### src/rtl/core/rsort_pkg.sv
package rsort_pkg;

	// set size and field widths
	localparam int CAPACITY = 64;
	localparam int VALUE_W  = 31;
	localparam int CNT_W    = $clog2(CAPACITY + 1);

	// one input transfer
	typedef struct packed {
		logic [VALUE_W-1:0] value;
		logic               last;
	} in_item_t;

	// one result transfer
	typedef struct packed {
		logic [VALUE_W-1:0] sorted_value;
		logic               last_out;
		logic               truncated;
	} out_item_t;

	// contents of one cell as seen by its neighbors
	typedef struct packed {
		logic               valid;
		logic [VALUE_W-1:0] value;
	} cell_data_t;

	// command broadcast to every cell
	typedef struct packed {
		logic insert;
		logic shift;
	} cell_ctl_t;

	typedef enum logic {
		ST_LOAD,
		ST_DRAIN
	} state_t;

endpackage

### src/rtl/core/rsort_cell.sv
module rsort_cell
	import rsort_pkg::*;
(
	input  logic               clk,
	input  logic               arst_n,
	input  cell_ctl_t          ctl,
	input  logic [VALUE_W-1:0] new_value,
	input  logic               left_gt,
	input  cell_data_t         left_data,
	input  cell_data_t         right_data,
	output logic               gt,
	output cell_data_t         data
);

	logic               valid_q;
	logic [VALUE_W-1:0] value_q;

	// new value belongs in front of this entry (empty cells act as +inf)
	assign gt = !valid_q || (new_value < value_q);

	assign data.valid = valid_q;
	assign data.value = value_q;

	// occupancy
	always_ff @(posedge clk or negedge arst_n) begin
		if (!arst_n) begin
			valid_q <= 1'b0;
		end else if (ctl.shift) begin
			valid_q <= right_data.valid;
		end else if (ctl.insert) begin
			if (left_gt) begin
				valid_q <= left_data.valid;
			end else if (gt) begin
				valid_q <= 1'b1;
			end
		end
	end

	// stored value: shift right on insert, shift left on drain
	always_ff @(posedge clk) begin
		if (ctl.shift) begin
			value_q <= right_data.value;
		end else if (ctl.insert) begin
			if (left_gt) begin
				value_q <= left_data.value;
			end else if (gt) begin
				value_q <= new_value;
			end
		end
	end

endmodule

### config.mk
export PLATFORM = sky130hd
export DESIGN_NAME = rsort_cell
export DESIGN_NICKNAME = d
export VERILOG_FILES = /design/src/rtl/core/rsort_pkg.sv /design/src/rtl/core/rsort_cell.sv
export SDC_FILE = /design/constraint.sdc
export NUM_CORES = 1
export LEC_CHECK = 0
export ABC_AREA = 1
export BUFFER_PORTS_ARGS = -buffer_cell sky130_fd_sc_hd__clkbuf_2
export CAP_MARGIN = 15
export CORE_MARGIN = 4
export CORE_UTILIZATION = 35
export DETAILED_ROUTE_END_ITERATION = 8
export GPL_TIMING_DRIVEN = 0
export PLACE_DENSITY = 0.68
export SLEW_MARGIN = 0
export SYNTH_ARGS = -nofsm -noshare
export SYNTH_HDL_FRONTEND = slang
export SYNTH_SLANG_ARGS = --single-unit
### constraint.sdc
create_clock -name clk -period 2.6 [get_ports clk]
set_input_delay 0.52 -clock clk [delete_from_list [all_inputs] [get_ports clk]]
set_output_delay 0.52 -clock clk [all_outputs]
set_load 0.005 [all_outputs]
==> results.yml <==
status:
  status: "finished clean"
power:
  p_leak_nw: 1.88
  totalPowerFinal_mw: 1.56
  ir_worst_vdd_mv: 0.205
  powerDensity_nw_per_um2: 460
yosys:
  netlist_instances: 322
  yosys.area_share.adder_pct: 15.3
  seq_area_frac_synth_pct: 38.9
  synth_xor_area_share_pct: 0
  synthMuxAreaShare_pct: 0
  async_flop_share_pct: 3.13
  syn_area_um2: 2460
  synthesis.nets: 452
  synth_seq_cells: 32
  synth_compound_area_share_pct: 3.77
  synth_ff_type: "edfxtp_1"
  postSynthAreaPerCell_um2: 7.64
  synth-edff-count: 31
  ys_warn_count: 0
  synth_top_family_by_area: "simple AND/OR/NAND/NOR gates"
  yosys.area_share.simple_pct: 32.9
  synth_cell_types: 27
floorplanning:
  row_count: 30
  die_w_um: 91.8
  die_y_um: 91.8
  die_area_um2: 8430
  initial_core_util_pct: 36.2
  fp.coreArea_um2: 6790
  io_pins: 133
sta:
  setup_ws_ns: 0.211
  finalSetupViolations: 0
  rsz0062_at_grt: "no"
  period_needed_ns: 2.39
  period_share_pct: 91.9
  max-slew-margin-rel_pct: 65.0
  setup_tns_ns: 0
  skew_ns: 0.0107
  hold_slack_ns: 0.507
  drv_slew: 0
  max_freq_ghz: 0.419
  finalHoldViolCount: 0
  worst_pin_slew_ns: 0.525
clocking:
  cts-buffers-inserted: 5
  cts_tree: "built"
  cts_root_buffer: "clkbuf_8"
  clk_path_buf_depth: 2
  cts_max_level: 2
  clkTransAtPathRegs_ns: 0.08
  clk_latency_ns: 0.28
  cts.sinks: 32
critical_path:
  worstSetupStartpoint: "value_q[30]"
  reg2reg_depth: 12
  r2r-start: "value_q[30]"
  start_kind: "register"
  r2r_slack_ns: 0.39
  arrival_ns: 1.87
  crit_end: "gt"
  endpoint_kind: "output pin"
  r2r_end: "value_q[10]"
  required_ns: 2.08
  path_class: "reg2out"
  path_max_fanout: 3
global_routing:
  grt_max_degree: 18
  grt_pass1_wl_um: 11300
  grt.total_usage_pct: 16.7
  overflow: 0
  antenna_found_initial: 0
  grt_pass1_vias: 2500
layout:
  final_common_cell: "nand2_1"
  layout_common_cells: "nand2_1, clkbuf_2, inv_1, nand3_1, edfxtp_1"
  diodes: 0
  fin_nets: 594
  area_growth_pct: 38.1
  instances_no_fill: 561
  drive_gt1_share_pct: 34.8
hold_path:
  hold_path.class: "in2reg"
  whs_path_depth: 3
drt:
  post-route-drc-count: 0
  route.vias.total: 2515
  vias_per_cell: 4.48
  first_pass_iters: 4
  wl_per_cell_um: 12.4
  drtIter0Drc: 77
  ant_nets: 0
  drt-total-wl_um: 6960
place:
  pre_cts_ws_ns: -0.225
  hpwlAfterDp_um: 5800
  port_buffers: 131
  place_congestion: 0.767
  place_inst: 550
job:
  drv_cap: 0
cell usage after synthesis, types with 2 or more instances:
master | count | area [um2]
clkbuf_1 | 6 | 22.5
edfxtp_1 | 31 | 931
nand2_1 | 136 | 510
nor2_4 | 2 | 22.5
nand2_2 | 4 | 25.0
buf_2 | 2 | 10.0
nor2_1 | 6 | 22.5
nor2_2 | 2 | 12.5
a21oi_1 | 12 | 60.1
nand3_1 | 32 | 160
o21ai_1 | 2 | 10.0
inv_1 | 43 | 161
ha_1 | 30 | 375
layer usage:
| layer | up-vias | wire (um) | global-route usage [%] |
|---|---|---|---|
| li1 | 1313 | - | - |
| met1 | 1108 | 3010 | 19.3 |
| met2 | 88 | 3370 | 30.9 |
| met3 | 6 | 506 | 3.94 |
| met4 | 0 | 73 | 4.21 |
| met5 | - | 0 | 0 |
power by group:
part / internal (mW) / switching (mW)
clock network: 0.211 / 0.195
logic: 0.226 / 0.259
registers: 0.640 / 0.0316
total: 1.08 / 0.485
worst min path at each step:
stage	start	endpoint	slack, ns
after floorplan	arst_n	valid_q	0.22
after global placement	arst_n	valid_q	0.30
after detailed placement	arst_n	valid_q	0.30
after CTS	left_data[19]	value_q[19]	0.50
after global routing	left_data[20]	value_q[20]	0.50
final	left_data[19]	value_q[19]	0.51
final cells by class:
class / instances / area [um2]
Buffer: 11 / 57.6
Clock buffer: 6 / 82.6
Clock inverter: 2 / 10.0
Fill cell: 669 / 3400
Inverter: 44 / 171
Multi-Input combinational cell: 235 / 1280
Sequential cell: 32 / 956
Tap cell: 96 / 120
Timing Repair Buffer: 135 / 721
state kept, by name (all words and copies together), names as in the netlist:
signal,flops
value_q,31
valid_q,1
per-stage QoR:
step | util [%] | area, um2
finish | 50.0 | 3400
global placement | 47.6 | 3230
global route | 50.0 | 3400
CTS | 49.5 | 3360
floorplan | - | 2460
detailed placement | 48.0 | 3260
worst max-delay path: stages, from the launching register on:
cell	delay, ns
edfxtp_1	0.37
inv_1	0.06
ha_1	0.31
nand2_2	0.09
nor2_4	0.14
nand2_2	0.08
nor3_1	0.20
nand2_1	0.09
nand2_1	0.09
nand2_1	0.05
clkbuf_2	0.11
cells by family (layout without fill, tap and decap cells):
kind of cell	Yosys count	in the layout
DFF	32	32
adders and majority gates	30	30
AOI/OAI and AO/OA	17	17
and+or+nand+nor	188	188
buffers and inverters	55	198
timing repair:
action / 4_1_cts / 5_1_grt
hold endpoints to repair: 1 / 0
setup endpoints to repair: 0 / 17
hold buffers: 1 / 0
gates resized for setup: 0 / 1
setup buffers: 0 / 2
(Power assumes the default switching activity.)
