==> config.mk <==
export PLATFORM = sky130hd
export DESIGN_NAME = rsort_ctrl
export DESIGN_NICKNAME = d
export VERILOG_FILES = /design/src/rtl/core/rsort_pkg.sv /design/src/rtl/core/rsort_ctrl.sv
export SDC_FILE = /design/constraint.sdc
export NUM_CORES = 1
export LEC_CHECK = 0
export ABC_AREA = 1
export BUFFER_PORTS_ARGS = -buffer_cell sky130_fd_sc_hd__buf_2
export CAP_MARGIN = 0
export CORE_MARGIN = 2
export CORE_UTILIZATION = 45
export DETAILED_ROUTE_END_ITERATION = 8
export PLACE_DENSITY_LB_ADDON = 0.3
export SLEW_MARGIN = 20
export SYNTH_ARGS = -nofsm -noshare
export SYNTH_HDL_FRONTEND = slang
export SYNTH_SLANG_ARGS = --single-unit
==> constraint.sdc <==
create_clock -name clk -period 2.15 [get_ports clk]
set_input_delay 0.215 -clock clk [delete_from_list [all_inputs] [get_ports clk]]
set_output_delay 0.215 -clock clk [all_outputs]
set_load 0.02 [all_outputs]
==> src/rtl/core/rsort_pkg.sv <==
package rsort_pkg;

	// set size and field widths
	localparam int CAPACITY = 64;
	localparam int VALUE_W  = 31;
	localparam int CNT_W    = $clog2(CAPACITY + 1);

	// one input transfer
	typedef struct packed {
		logic [VALUE_W-1:0] value;
		logic               last;
	} in_item_t;

	// one result transfer
	typedef struct packed {
		logic [VALUE_W-1:0] sorted_value;
		logic               last_out;
		logic               truncated;
	} out_item_t;

	// contents of one cell as seen by its neighbors
	typedef struct packed {
		logic               valid;
		logic [VALUE_W-1:0] value;
	} cell_data_t;

	// command broadcast to every cell
	typedef struct packed {
		logic insert;
		logic shift;
	} cell_ctl_t;

	typedef enum logic {
		ST_LOAD,
		ST_DRAIN
	} state_t;

endpackage

==> src/rtl/core/rsort_ctrl.sv <==
module rsort_ctrl
	import rsort_pkg::*;
(
	input  logic               clk,
	input  logic               arst_n,
	input  logic               start,
	input  logic               item_last,
	input  logic [VALUE_W-1:0] head_value,
	output logic               busy,
	output cell_ctl_t          ctl,
	output logic               result_strobe,
	output out_item_t          result
);

	state_t           state_q;
	state_t           state_d;
	logic [CNT_W-1:0] count_q;
	logic             ovf_q;
	logic             accept;
	logic             full;
	logic             final_out;
	logic             strobe_q;
	out_item_t        result_q;

	assign busy          = (state_q == ST_DRAIN);
	assign accept        = start && (state_q == ST_LOAD);
	assign full          = (count_q == CNT_W'(CAPACITY));
	assign final_out     = (count_q == CNT_W'(1));
	assign result_strobe = strobe_q;
	assign result        = result_q;

	// state register
	always_ff @(posedge clk or negedge arst_n) begin
		if (!arst_n) begin
			state_q <= ST_LOAD;
		end else begin
			state_q <= state_d;
		end
	end

	// next state and cell commands
	always_comb begin
		state_d    = state_q;
		ctl.insert = 1'b0;
		ctl.shift  = 1'b0;
		case (state_q)
			ST_LOAD: begin
				ctl.insert = accept && !full;
				if (accept && item_last) begin
					state_d = ST_DRAIN;
				end
			end
			ST_DRAIN: begin
				ctl.shift = 1'b1;
				if (final_out) begin
					state_d = ST_LOAD;
				end
			end
			default: begin
				state_d = ST_LOAD;
			end
		endcase
	end

	// fill count, doubles as remaining count while draining
	always_ff @(posedge clk or negedge arst_n) begin
		if (!arst_n) begin
			count_q <= '0;
			ovf_q   <= 1'b0;
		end else begin
			if (ctl.insert) begin
				count_q <= count_q + CNT_W'(1);
			end else if (ctl.shift) begin
				count_q <= count_q - CNT_W'(1);
			end
			if (accept && full) begin
				ovf_q <= 1'b1;
			end else if (ctl.shift && final_out) begin
				ovf_q <= 1'b0;
			end
		end
	end

	// result strobe
	always_ff @(posedge clk or negedge arst_n) begin
		if (!arst_n) begin
			strobe_q <= 1'b0;
		end else begin
			strobe_q <= ctl.shift;
		end
	end

	// result payload, taken from the head cell
	always_ff @(posedge clk) begin
		if (ctl.shift) begin
			result_q.sorted_value <= head_value;
			result_q.last_out     <= final_out;
			result_q.truncated    <= ovf_q;
		end
	end

endmodule

==> results of run 1 <==
## synthesized netlist by cell type
cell                       number
sky130_fd_sc_hd__nand3_4        1
sky130_fd_sc_hd__nor2_8         1
sky130_fd_sc_hd__nor2_1         3
sky130_fd_sc_hd__nand3_1       17
sky130_fd_sc_hd__ha_1           3
sky130_fd_sc_hd__dfrtp_1       10
sky130_fd_sc_hd__o21ai_0        1
sky130_fd_sc_hd__buf_4          2
sky130_fd_sc_hd__inv_1         12
sky130_fd_sc_hd__o31ai_1        1
sky130_fd_sc_hd__inv_2          1
sky130_fd_sc_hd__edfxtp_1      33
sky130_fd_sc_hd__nand2_4        1
sky130_fd_sc_hd__nor2_4         1
sky130_fd_sc_hd__nor3_1         1
sky130_fd_sc_hd__nor2_2         2
sky130_fd_sc_hd__nand2_1       29
sky130_fd_sc_hd__nand4_1        1
sky130_fd_sc_hd__or2_2          1
## per-stage QoR
step	setup WS, ns	utilization (%)	total power [mW]
2_1_floorplan	0.202	-	2.12
3_3_place_gp	0.709	57.1	2.40
3_5_place_dp	0.646	57.1	2.44
4_1_cts	0.328	59.8	2.92
5_1_grt	0.223	59.8	3.07
6_report	0.334	59.8	2.89
## flip-flops by register name (all words and copies together) (netlist names)
signal         count
count_q            7
busy               1
result_strobe      1
ovf_q              1
result            33
## worst reg2reg max path, delay by kind of cell, from the launching register on
kind	cells	cell delay, ns
buffers and inverters	1	0.21
DFF	1	0.80
and+or+nand+nor	2	0.40
## cells by family after synthesis
logic type,share of synthesized area (%)
and+or+nand+nor,17.9
buffers and inverters,3.87
AOI/OAI and AO/OA,0.758
adders and majority gates,2.27
DFF,75.2
## cell type report
type	instances	area, um^2
multi-input cells	63	345
inverters	13	48.8
repair buffers	73	373
clock buffers	6	72.6
well taps	48	60.1
clock inverters	2	12.5
fillers	299	1450
flip-flops and latches	43	1240
## worst max-delay path by stage
stage,slack (ns),endpoint,cells past startpoint,start
finish,0.33,ctl[1],8,count_q[0]$_DFFE_PN0P_
global placement,0.71,ctl[1],8,count_q[0]$_DFFE_PN0P_
floorplan,0.20,count_q[1]$_DFFE_PN0P_,4,busy$_DFF_PN0_
global route,0.22,ctl[1],8,count_q[0]$_DFFE_PN0P_
CTS,0.33,ctl[1],8,count_q[0]$_DFFE_PN0P_
detailed placement,0.65,ctl[1],8,count_q[0]$_DFFE_PN0P_
## report_power, final
group / switching, mW / internal [mW] / total, mW / leakage (nW)
Clock: 0.248 / 0.227 / 0.475 / 0.0412
Combinational: 0.617 / 0.330 / 0.947 / 0.533
Sequential: 0.236 / 1.23 / 1.47 / 0.454
Total: 1.10 / 1.79 / 2.89 / 1.03
## routing by layer
| metal | up-vias | global-route usage, % |
|---|---|---|
| li1 | 565 | - |
| met1 | 498 | 17.1 |
| met2 | 58 | 26.6 |
| met3 | 3 | 5.21 |
| met4 | 0 | 3.99 |
| met5 | - | 0 |
## timing repair
item | 4_1_cts | 5_1_grt
hold buffers | 1 | 0
hold endpoints to repair | 10 | 0
endpoints found under the setup margin | 0 | 0
==> flow_summary_export.csv, run 1 <==
group,metric,value,unit
outcome,status,"finished, final reports clean",
run,max_cap_viol_count,0,
floorplan,dieHeight,64.6,um
synth,postSynthAreaPerCell,13.6,um^2
timing,unrepaired_setup_endpoints_after_global_routing,"no",
worst_setup_path,crit_slowest_cell,"sky130_fd_sc_hd__dfrtp_1",
worst_setup_path,timing.critical_path.slowest_cell_delay,0.44,ns
routing,dr_wl_met3,269,um
worst_setup_path,path_buf_inv,4,
timing,slew_violations,0,
clock_tree,clock_path_buffers,2,
synth,synthesis.instances,121,
timing,maxClockFrequency,551,MHz
min_path,worst_hold_path.endpoint,"result[8]$_DFFE_PP_",
worst_setup_path,crit_path_max_fanout,7,
timing,setup-violations-final,0,
routing,drt_pre_antenna_iters,4,
grt,globalRoute.totalOverflow,0,
worst_setup_path,timing.critical_path.max_delay_family,"flip-flops",
clock_tree,htree_num_levels,2,
min_path,min_path_type,"in -> reg",
routing,drtAntennaViolNets,0,
grt,antenna_found_initial,0,
place,place.detailed.hpwl,2.35,mm
timing,final.period_utilization,84.5,%
place,numPlacedInstances,239,
worst_setup_path,crit_path_cell_trace,"inv_1 > ha_1 > nand2_1 > inv_1 > nand3_4 > nand2_4 > inv_2 > buf_2",
synth,netlist-cell-type-count,19,
final_layout,final_area,2150,um^2
routing,via_count,1124,
clock_tree,tritoncts.num_buffers,5,
worst_setup_path,path_common_cell,"sky130_fd_sc_hd__inv_1",
routing,vias_per_cell,4.53,
grt,grt_start_max_net_pins,32,
routing,drt_first_iter_violations,63,
worst_setup_path,crit_path_start_kind,"flip-flop",
timing,tns,0,ns
worst_setup_path,regToRegSetupSlack,0.68,ns
min_path,min-delay-start,"head_value[6]",
clock_tree,clk_pin_slew,0.08,ns
pwr,leakagePower,1.03,nW
timing,timing.max_slew.rel_slack,56.3,%
grt,groute.usage.overall,14.9,%
synth,synth_top_cell_area_share,60.0,%
floorplan,initial_core_util,45.8,%
final_layout,final_net_count,237,
place,placedInstanceArea,2060,um^2
place,globalplace.congestion,0.881,
final_layout,final_cells,248,
synth,synth_fp_nets,159,
clock_tree,numClockSinks,43,
worst_setup_path,critical_path_required,1.93,ns
worst_setup_path,crit-reg2reg-launch,"busy$_DFF_PN0_",
routing,wl,3.02,mm
final_layout,mostFrequentLayoutCells,"71 x sky130_fd_sc_hd__buf_2, 33 x sky130_fd_sc_hd__edfxtp_1, 29 x sky130_fd_sc_hd__nand2_1",
timing,worst_pin_slew,0.656,ns
pwr,vdd.ir_drop.worst,0.000697,V
floorplan,dieArea,4170,um^2
place,port-buffer-count,71,
worst_setup_path,endpoint_kind,"output port",
timing,clock-skew-final,0.00327,ns
routing,routed_wire_per_std_cell,12.2,um
clock_tree,worstSkewPairLatency,0.28,ns
final_layout,n_antenna_cell,0,
timing,worst_hold_slack,0.100,ns
final_layout,final_common_cell,"sky130_fd_sc_hd__buf_2",
synth,synth.top_cells.by_area,"sky130_fd_sc_hd__edfxtp_1 60%, sky130_fd_sc_hd__dfrtp_1 15%, sky130_fd_sc_hd__nand2_1 6.6%",
synth,synth-seq-area-share,75.2,%
final_layout,drive_gt1_share,44.0,%
clock_tree,cts_tree,"done",
clock_tree,cts_resized,0,
timing,layout_min_cycle_time,1.82,ns
pwr,cellPowerDensity,1340,nW/um^2
timing,final_hold_violation_count,0,
synth,number_of_register_bits_inferred_by_synthesis,43,
grt,grt_pass1_wl,4.64,mm
worst_setup_path,rr_worst_depth,3,
worst_setup_path,critical_r2r_capture,"count_q[1]$_DFFE_PN0P_",
worst_setup_path,timing.setup.critical_path_class,"reg -> out",
clock_tree,cts_root_buf,"sky130_fd_sc_hd__clkbuf_8",
floorplan,core-area,3610,um^2
synth,yosysWarningCount,0,
min_path,hold_path_depth,1,
floorplan,placement_rows,22,
routing,drt-met1-wl,1.19,mm
grt,vias_in_the_first_global_route,1078,
floorplan,ios,72,
synth,netlist_area,1650,um^2
synth,yosysTopAreaCell,"sky130_fd_sc_hd__edfxtp_1",
clock_tree,cts_post_setup_buffers_inserted,0,
routing,highest-signal-layer,"met4",
routing,routed-wl-met2,1.53,mm
routing,drt_drc_violations_left,0,
final_layout,area_growth_syn_to_layout,30.6,%
floorplan,dieWidth,64.6,um
worst_setup_path,critPathArrivalTime,1.60,ns
No activity file was read; power rests on OpenSTA's default activity.
==> inputs of run 2 (changes only) <==
--- a/config.mk
+++ b/config.mk
@@ -5,11 +5,11 @@
 export SDC_FILE = /design/constraint.sdc
 export NUM_CORES = 1
 export LEC_CHECK = 0
-export ABC_AREA = 1
+export ABC_AREA = 0
 export BUFFER_PORTS_ARGS = -buffer_cell sky130_fd_sc_hd__buf_2
 export CAP_MARGIN = 0
 export CORE_MARGIN = 2
-export CORE_UTILIZATION = 45
+export CORE_UTILIZATION = 41
 export DETAILED_ROUTE_END_ITERATION = 8
 export PLACE_DENSITY_LB_ADDON = 0.3
 export SLEW_MARGIN = 20
==> constraint.sdc (replaced) <==
create_clock -name clk -period 1.64 [get_ports clk]
set_input_delay 0.164 -clock clk [delete_from_list [all_inputs] [get_ports clk]]
set_output_delay 0.164 -clock clk [all_outputs]
set_load 0.02 [all_outputs]
==> flow_summary_export.csv, run 2 <==
group,metric,value,unit
worst_setup_path,critPathArrivalTime,1.54,ns
timing,slew_violations,0,
min_path,hold_path_depth,1,
synth,number_of_register_bits_inferred_by_synthesis,43,
timing,final_hold_violation_count,0,
routing,via_count,1075,
place,globalplace.congestion,0.883,
clock_tree,htree_num_levels,2,
grt,grt_start_max_net_pins,23,
worst_setup_path,rr_worst_depth,4,
final_layout,num-fill-cells,301,
grt,groute.usage.overall,13.6,%
timing,worst_pin_slew,0.306,ns
floorplan,core-area,3720,um^2
worst_setup_path,critical_path_required,1.48,ns
pwr,cellPowerDensity,1790,nW/um^2
place,port-buffer-count,71,
floorplan,initial_core_util,43.4,%
final_layout,largest_register_ff_count,33,
final_layout,final_common_cell,"sky130_fd_sc_hd__buf_2",
routing,vias_per_cell,4.76,
timing,clock-skew-final,0.00445,ns
synth,synthesis.instances,91,
place,place.detailed.hpwl,2.21,mm
timing,layout_min_cycle_time,1.71,ns
outcome,violations,"negative setup slack",
final_layout,final_area,2210,um^2
place,placedInstanceArea,2040,um^2
worst_setup_path,crit_path_max_fanout,2,
synth,synth_fp_nets,129,
floorplan,dieWidth,66.7,um
synth,yosys-mux-area-fraction,0.620,%
min_path,min_path_type,"in -> reg",
pwr,leakagePower,0.967,nW
clock_tree,cts_tree,"done",
final_layout,final_net_count,215,
clock_tree,tritoncts.num_buffers,5,
synth,post_synth_and_or_nand_nor_area_fraction,9.61,%
clock_tree,clock_path_buffers,2,
final_layout,n_antenna_cell,0,
timing,timing.max_slew.rel_slack,79.4,%
grt,antenna_found_initial,0,
run,max_cap_viol_count,0,
worst_setup_path,crit-reg2reg-launch,"count_q[4]$_DFFE_PN0P_",
worst_setup_path,setup.worst_path.start,"count_q[4]$_DFFE_PN0P_",
floorplan,ios,72,
synth,yosysWarningCount,0,
floorplan,placement_rows,22,
clock_tree,cts_root_buf,"sky130_fd_sc_hd__clkbuf_8",
min_path,min-delay-start,"head_value[2]",
timing,unrepaired_setup_endpoints_after_global_routing,"yes",
pwr,vdd.ir_drop.worst,0.000745,V
routing,drt_drc_violations_left,0,
pwr,power,3.96,mW
synth,postSynthAreaPerCell,17.7,um^2
routing,drt_pre_antenna_iters,4,
final_layout,drive_gt1_share,55.1,%
outcome,status,"finished, violations left",
synth,netlist-cell-type-count,36,
timing,setup-violations-final,1,
synth,asyncSetResetFlopFracSynth,23.3,%
synth,ys.flop_type,"sky130_fd_sc_hd__edfxtp_1",
floorplan,dieArea,4450,um^2
final_layout,mostFrequentLayoutCells,"70 x sky130_fd_sc_hd__buf_2, 33 x sky130_fd_sc_hd__edfxtp_1, 11 x sky130_fd_sc_hd__buf_4",
synth,yosysTopAreaCell,"sky130_fd_sc_hd__edfxtp_1",
grt,grt_pass1_wl,4.33,mm
final_layout,final_cells,226,
grt,globalRoute.totalOverflow,0,
place,numPlacedInstances,211,
synth,synth_top_cell_area_share,61.4,%
worst_setup_path,timing.setup.critical_path_class,"reg -> out",
synth,synth_top_cells_by_count,"33 x sky130_fd_sc_hd__edfxtp_1, 10 x sky130_fd_sc_hd__dfrtp_1, 4 x sky130_fd_sc_hd__inv_1, 4 x sky130_fd_sc_hd__nor2b_1",
timing,fin_ws,-0.0688,ns
grt,grtUsageMet1,16.7,%
synth,netlist_area,1610,um^2
routing,drt_first_iter_violations,40,
worst_setup_path,crit_path_start_kind,"flip-flop",
routing,drtAntennaViolNets,0,
worst_setup_path,endpoint_kind,"output port",
grt,globalRouteMet3Util,5.41,%
synth,synth_compound_gate_area_share,5.50,%
grt,gr-usage-met2,21.8,%
synth,synth_fa_ha_area_share,2.33,%
synth,synth-seq-area-share,76.9,%
grt,grt.busiest_layer,"met2",
routing,wl,3.09,mm
timing,maxClockFrequency,585,MHz
clock_tree,worstSkewPairLatency,0.28,ns
synth,synth.top_cells.by_area,"sky130_fd_sc_hd__edfxtp_1 61%, sky130_fd_sc_hd__dfrtp_1 16%, sky130_fd_sc_hd__ha_1 2.3%",
timing,tns,-0.0688,ns
routing,routed_wire_per_std_cell,13.7,um
synth,synthMostInstantiatedCell,"sky130_fd_sc_hd__edfxtp_1",
grt,vias_in_the_first_global_route,950,
clock_tree,numClockSinks,43,
timing,final.period_utilization,104,%
floorplan,dieHeight,66.7,um
synth,dominant_combinational_cell_family_by_area_after_synthesis,"simple AND/OR/NAND/NOR gates",
clock_tree,clk_pin_slew,0.08,ns
synth,synthXorXnorAreaFrac,2.71,%
synth,number_of_synthesized_flops_with_an_enable_pin,33,
final_layout,area_growth_syn_to_layout,37.1,%
## run 2: cell types whose count changed in the layout (fill, tap and decap cells not counted), moves of 2 or more
cell | before | now
sky130_fd_sc_hd__nand2_1 | 29 | 1
sky130_fd_sc_hd__nand3_1 | 17 | 1
sky130_fd_sc_hd__a31oi_1 | 0 | 2
sky130_fd_sc_hd__inv_1 | 12 | 4
sky130_fd_sc_hd__nor2_1 | 3 | 0
sky130_fd_sc_hd__nand3b_1 | 0 | 2
sky130_fd_sc_hd__nor2b_1 | 0 | 4
sky130_fd_sc_hd__xor2_1 | 0 | 2
sky130_fd_sc_hd__o311ai_1 | 0 | 2
sky130_fd_sc_hd__xnor2_1 | 0 | 3
sky130_fd_sc_hd__nor2_2 | 2 | 0
sky130_fd_sc_hd__buf_4 | 1 | 11
## run 2: worst paths after layout
check,to,slack (ns)
max,ctl[1],-0.07
min,result[4]$_DFFE_PP_,0.05
max reg2reg,count_q[1]$_DFFE_PN0P_,0.10
min reg2reg,result[0]$_DFFE_PP_,0.49
max in group asynchronous,busy$_DFF_PN0_,1.17
min in group asynchronous,count_q[1]$_DFFE_PN0P_,0.26
## run 2: per-stage QoR
step                util (%)  hold WS (ns)  setup WS (ns)
floorplan                  -        -0.132         0.0228
global placement        54.8        0.0399          0.118
detailed placement      54.8        0.0443          0.113
CTS                     58.9        0.0381        -0.0699
global route            59.6        0.0346         -0.106
finish                  59.6        0.0482        -0.0688
## run 2: timing repair
action,in CTS,in global routing
pin swaps,2,0
hold endpoints to repair,10,0
resized for setup,3,4
endpoints found under the setup margin,1,2
hold buffers,1,0
buffers inserted,6,0
## run 2: per-layer routing
metal  up-vias  wire length (um)
met2        57              1450
met4         0                44
met1       494              1270
met3         6               326
met5         -                 0
li1        518                 -
## run 2: worst max-delay path: stages, from the launching register on
cell and delay, ns:
sky130_fd_sc_hd__dfrtp_1 0.39, sky130_fd_sc_hd__or4_4 0.56, sky130_fd_sc_hd__nor2_4 0.11, sky130_fd_sc_hd__nor3_2 0.04
sky130_fd_sc_hd__buf_4 0.16
## run 2: cell type report
class	instances	area (um^2)	share of cell area, %
multi-input combinational	41	367	16.6
sequential	43	1240	56.2
tap	48	60.1	2.71
clock inverter	2	12.5	0.565
clock buffer	6	72.6	3.28
inverter	4	15.0	0.678
timing repair buffer	82	443	20.0
## run 2: cell families (layout without fill, tap and decap cells)
family	count (synthesis)	count (layout)
AOI/OAI and AO/OA	11	11
xor gates and xnor gates	5	5
adders and majority gates	3	3
buffers and inverters	7	94
DFF	43	43
muxes	1	1
and+or+nand+nor	21	21
## run 2: power by group
| part | internal, mW | leakage (nW) | switching (mW) | total (mW) |
|---|---|---|---|---|
| combinational | 0.620 | 0.471 | 0.917 | 1.54 |
| sequential | 1.62 | 0.454 | 0.179 | 1.80 |
| clock | 0.297 | 0.0412 | 0.326 | 0.624 |
